--- config.mk ---
export PLATFORM = sky130hd
export DESIGN_NAME = lbev_ram
export DESIGN_NICKNAME = d
export VERILOG_FILES = /design/src/rtl/lidar_bev_occupancy_grid_unit_macros.svh /design/src/rtl/lbev_ram.sv
export SDC_FILE = /design/constraint.sdc
export NUM_CORES = 2
export LEC_CHECK = 0
export BUFFER_PORTS_ARGS = -buffer_cell sky130_fd_sc_hd__buf_2
export CAP_MARGIN = 10
export CORE_MARGIN = 1.5
export CORE_UTILIZATION = 40
export CTS_CLUSTER_SIZE = 8
export DETAILED_ROUTE_END_ITERATION = 8
export PLACE_DENSITY = 0.54
export SLEW_MARGIN = 25
export SYNTH_ARGS = -nofsm -noshare
export SYNTH_HDL_FRONTEND = slang
export SYNTH_SLANG_ARGS = --single-unit
--- constraint.sdc ---
create_clock -name i_clk -period 5.5 [get_ports i_clk]
set_input_delay 0 -clock i_clk [delete_from_list [all_inputs] [get_ports i_clk]]
set_output_delay 0 -clock i_clk [all_outputs]
set_load 0.03 [all_outputs]
--- src/rtl/lidar_bev_occupancy_grid_unit_macros.svh ---
// Assertion macros shared by the occupancy grid RTL.
// Included by files that carry concurrent checks; no other dependencies.
`ifndef LIDAR_BEV_OCCUPANCY_GRID_UNIT_MACROS_SVH
`define LIDAR_BEV_OCCUPANCY_GRID_UNIT_MACROS_SVH

`ifndef SYNTHESIS
// Same-cycle implication, disabled while reset is asserted.
`define LBEV_ASSERT_IMPL(label, clk, rst_n, ante, cons) \
    label: assert property (@(posedge clk) disable iff (!(rst_n)) (ante) |-> (cons)) \
        else $error("lbev: assertion failed");
// Next-cycle implication, disabled while reset is asserted.
`define LBEV_ASSERT_NEXT(label, clk, rst_n, ante, cons) \
    label: assert property (@(posedge clk) disable iff (!(rst_n)) (ante) |=> (cons)) \
        else $error("lbev: assertion failed");
`else
`define LBEV_ASSERT_IMPL(label, clk, rst_n, ante, cons)
`define LBEV_ASSERT_NEXT(label, clk, rst_n, ante, cons)
`endif

`endif

--- src/rtl/lbev_ram.sv ---
// Generic single-write, single-read synchronous RAM with a registered read port.
// No dependencies; used for the occupancy row store.
module lbev_ram #(
    parameter int WIDTH = 64,
    parameter int DEPTH = 64
) (
    input  logic                                 i_clk,
    input  logic                                 i_we,
    input  logic [((DEPTH > 1) ? $clog2(DEPTH) : 1)-1:0] i_waddr,
    input  logic [WIDTH-1:0]                     i_wdata,
    input  logic                                 i_re,
    input  logic [((DEPTH > 1) ? $clog2(DEPTH) : 1)-1:0] i_raddr,
    output logic [WIDTH-1:0]                     o_rdata
);

    logic [WIDTH-1:0] r_mem [DEPTH];
    logic [WIDTH-1:0] r_rdata;

    // Write port.
    always_ff @(posedge i_clk) begin
        if (i_we) begin
            r_mem[i_waddr] <= i_wdata;
        end
    end

    // Read port; the data holds until the next read.
    always_ff @(posedge i_clk) begin
        if (i_re) begin
            r_rdata <= r_mem[i_raddr];
        end
    end

    assign o_rdata = r_rdata;

endmodule

## Word-level counts from Yosys, hierarchy flattened

Memory sizes are Yosys's and may differ from the RTL's. A register that Yosys moved wholly into a read port is not among the register bits.
Cells that the tools add are included.

| storage, ports and cells | value |
|---|---|
| register bits after elaboration | 0 |
| output and inout bits | 64 |
| input bits | 79 |
| memories kept | 1 |
| RAM bits | 4096 |

| operators by class | value |
|---|---|
| muxes and demuxes | 2 |

Memories:

| memory | words | bits a word | rd ports | clocked after Yosys merged registers in | write ports | RTL line | RTL |
|---|---|---|---|---|---|---|---|
| r_mem | 64 | 64 | 1 | 1 | 1 | lbev_ram.sv:16 | `logic [WIDTH-1:0] r_mem [DEPTH];` |

Operators with widths:

| cell | count |
|---|---|
| two-way mux 1 bit | 2 |

## Longest topological paths before layout

| depth | value |
|---|---|
| word-level depth | 2 |
| mapped depth | 9 |
| depth with buffers taken out | 5 |

## Worst setup path after synthesis

OpenSTA, ideal clock, no wires.

| timing path | value |
|---|---|
| kind | input port to flip-flop |
| start | input port i_waddr[3] in the netlist's numbering |
| end | memory r_mem[48][0] (enable) |
| path slack | 0.064 ns |
| stages on the path | 4 |
| arrival | 4.872 ns |
| path buffers | 1 |
| cell sequence | clkbuf_1 nor2b_1 nand4b_1 nor3_1 |

RTL lines:

| what | RTL line | RTL |
|---|---|---|
| start: declaration | lbev_ram.sv:9 | `input logic [((DEPTH > 1) ? $clog2(DEPTH) : 1)-1:0] i_waddr,` |
| end: declaration | lbev_ram.sv:16 |  |

Straight into the memory's write port.

==> reports/summary.md <==
- Initial DRC Count: 9,492
- fraction of registers with async set/reset: 0%
- count of pins over their slew limit: 0
- count of vias placed by the detailed router: 76,695
- met3 demand-to-capacity share in global routing: 3.67%
- number of filler instances in the final layout: 31,530
- initial antenna violation count: 34
- kind of end point of the critical path: register
- cell type with the largest total area after synthesis: sky130_fd_sc_hd__edfxtp_1
- transition time at the pin with the least slew margin: 1.11 ns
- die span in y: 629 µm
- final period demand of the worst path: 2.98 ns
- count of placed standard cells including taps: 11,802
- gr usage total: 23.2%
- final worst path period share: 54.2%
- fmax: 336 MHz
- row cnt: 229
- ports placed on the boundary: 143
- commonest cells after routing, fill and taps aside: 4,160 x sky130_fd_sc_hd__edfxtp_1, 1,024 x sky130_fd_sc_hd__mux4_2, 599 x sky130_fd_sc_hd__clkbuf_16, 226 x sky130_fd_sc_hd__buf_4, 168 x sky130_fd_sc_hd__a22oi_1
- number of global-route vias before repair: 78,328
- Yosys reg bits: 4,160
- met2 routing resource usage after global routing: 38.7%
- number of nets in the layout: 7,357
- Worst Path Arrival: 3.71 ns
- synth warn: 0
- number of H-tree levels: 6
- HPWL after detailed placement: 240,000 µm
- Hold Crit Start: i_wdata[55]
- total DRC errors in the routed layout: 0
- Core Box Area: 390,000 µm²
- Die Outline Area: 396,000 µm²
- leakage power figure: 0.0569 µW
- kind of critical path: in2reg
- floorplan die width: 629 µm
- average size of a mapped cell: 23.8 µm²
- final weighted congestion in routability-driven placement: 0.768
- cts bufs inserted: 591
- average routed wire per standard cell: 37.1 µm
- status: completed
- fraction of post-synthesis cell area in the top cell type by area: 79.6%
- effective utilization at floorplan: 40.3%
- top cells by area, synth: sky130_fd_sc_hd__edfxtp_1 80%, sky130_fd_sc_hd__mux4_2 15%, sky130_fd_sc_hd__mux2i_1 0.86%
- post-synth design cell area: 157,000 µm²
- Remaining Overflow, GRT: 0
- final hold vios: 0
- final wirelength: 466,000 µm
- clock slew at reported path FFs: 0.05 ns
- largest net degree at the start of global routing: 108
- unrepaired setup endpoints after global routing: false
- pwr/cell area: 388 nW/µm²
- worst setup path startpoint: i_raddr[2]
- Post-Layout Cell Count: 12,544
- Most used DFF post-synth: sky130_fd_sc_hd__edfxtp_1
- fraction of the yosys area taken by sequential cells: 79.6%
- synth-to-layout area growth: 16.3%
- cell count after synthesis: 6,598
- slack of the worst reg-to-reg path: 3.30 ns
- Reg-to-Reg Start: r_mem[34][13]
- CP required: 6.23 ns
- number of enable flip-flop cells after synthesis: 4,160
- via count normalized by instance count: 6.11
- Clock Root Buffer: sky130_fd_sc_hd__clkbuf_16
- maximum count of clock buffers along a single path: 4
- Sinks on Clock Net: 4,160
- Hold WC Path Type: in2reg
- met1 Usage GRT: 31.8%
- net count of the mapped netlist: 6,677
- count of TritonRoute iterations in the first routing pass: 5
- Worst IR Drop VDD: 0.300 mV
- first-pass GRT wire length: 639,000 µm
- final setup violation count: 0
- count of maximum capacitance violations: 0
- startpoint kind of the worst setup timing path: input pin
- worst slew margin relative to its limit: 25.7%
- Clock Skews: 0.0552 ns
- count of buffers from port buffering: 142
- largest fanout on the critical path: 81
- later-pin clock latency in the skew report: 1.05 ns
- number of distinct standard cells referenced by the synthesized netlist: 32
- CTS tree: done
- setup TNS: 0 ns
- Top Usage Layer GRT: met2
- post-cts gate resize count: 0
- most common library cell in the layout ignoring fill and taps: sky130_fd_sc_hd__edfxtp_1
- share of layout cells above drive strength 1: 29.5%
- count of nets left with antenna violations after detail routing: 0
-- area by class of cell --
type | instances | area [µm²] | share of cell area [%]
sequential | 4160 | 125000 | 68.4
multi-input combinational | 2049 | 30800 | 16.9
clock buffer | 600 | 15000 | 8.21
tap | 5197 | 6500 | 3.56
timing repair buffer | 457 | 4310 | 2.36
clock inverter | 55 | 915 | 0.501
inverter | 19 | 71.3 | 0.0391
antenna | 7 | 17.5 | 0.00960
-- cells in the mapped netlist (all sizes together), types with 26 or more instances --
| cell | instances |
|---|---|
| and3 | 64 |
| a41oi | 26 |
| o22ai | 83 |
| mux4 | 1024 |
| edfxtp | 4160 |
| a22oi | 168 |
| or2 | 28 |
| a211oi | 63 |
| nand2 | 58 |
| nor2 | 112 |
| or3 | 29 |
| o221ai | 38 |
| nand3 | 45 |
| clkbuf | 140 |
| a22o | 88 |
| mux2i | 135 |
| nor2b | 28 |
| buf | 230 |
-- layer usage --
metal	wire length [µm]	share of wire [%]
met5	61	0.013
met4	12000	2.6
met3	33600	7.2
met2	231000	50
met1	189000	40
-- metrics by stage --
stage / setup slack [ns] / hold slack [ns] / power [µW] / instance area (µm²) / utilization, %
3_5_place_dp: 2.17 / 0.494 / 39100 / 166000 / 42.5
6_report: 2.52 / 0.0422 / 70700 / 183000 / 46.8
2_1_floorplan: 0.0640 / 0.0989 / 37600 / 157000 / -
4_1_cts: 2.65 / 0.0389 / 71300 / 182000 / 46.8
5_1_grt: 2.65 / 0.0495 / 72600 / 183000 / 46.8
3_3_place_gp: 2.10 / 0.487 / 39000 / 166000 / 42.5
-- report_power, final --
group	total [µW]	internal (µW)	switching, µW
Combinational	3130	1130	2000
Sequential	35400	35300	140
Clock	32200	19200	13000
Total	70700	55600	15100
-- path summary, 6_finish.rpt --
| path | to | depth (start not counted) |
|---|---|---|
| setup reg to reg | o_rdata[13] | 4 |
| hold / removal | r_mem[21][55] | 2 |
| setup / recovery | o_rdata[8] | 7 |
| hold reg to reg | o_rdata[50] | 4 |
-- critical path, stage by stage --
cell and delay [ns]:
sky130_fd_sc_hd__dlygate4sd3_1 0.56, sky130_fd_sc_hd__buf_8 0.27, sky130_fd_sc_hd__nor2_4 0.72, sky130_fd_sc_hd__buf_12 0.48, sky130_fd_sc_hd__a22oi_1 0.30, sky130_fd_sc_hd__and3_1 0.28, sky130_fd_sc_hd__a211oi_1 0.66
-- cell families after synthesis --
logic type      count (synthesis)  synth area share [%]
buf+inv                       389                  1.18
flops                        4160                  79.6
mux                          1159                  15.6
simple gates                  386                  1.23
compound gates                504                  2.47
-- registers in the layout, summed over array words and instances, names as in the netlist --
| register | cells |
|---|---|
| o_rdata | 64 |
| r_mem | 4096 |
-- timing repair --
item / 4_1_cts / 5_1_grt
setup buffers: 0 / 0
hold buffers: 79 / 0
endpoints found under the hold margin: 4424 / 0
(Power assumes the default switching activity.)
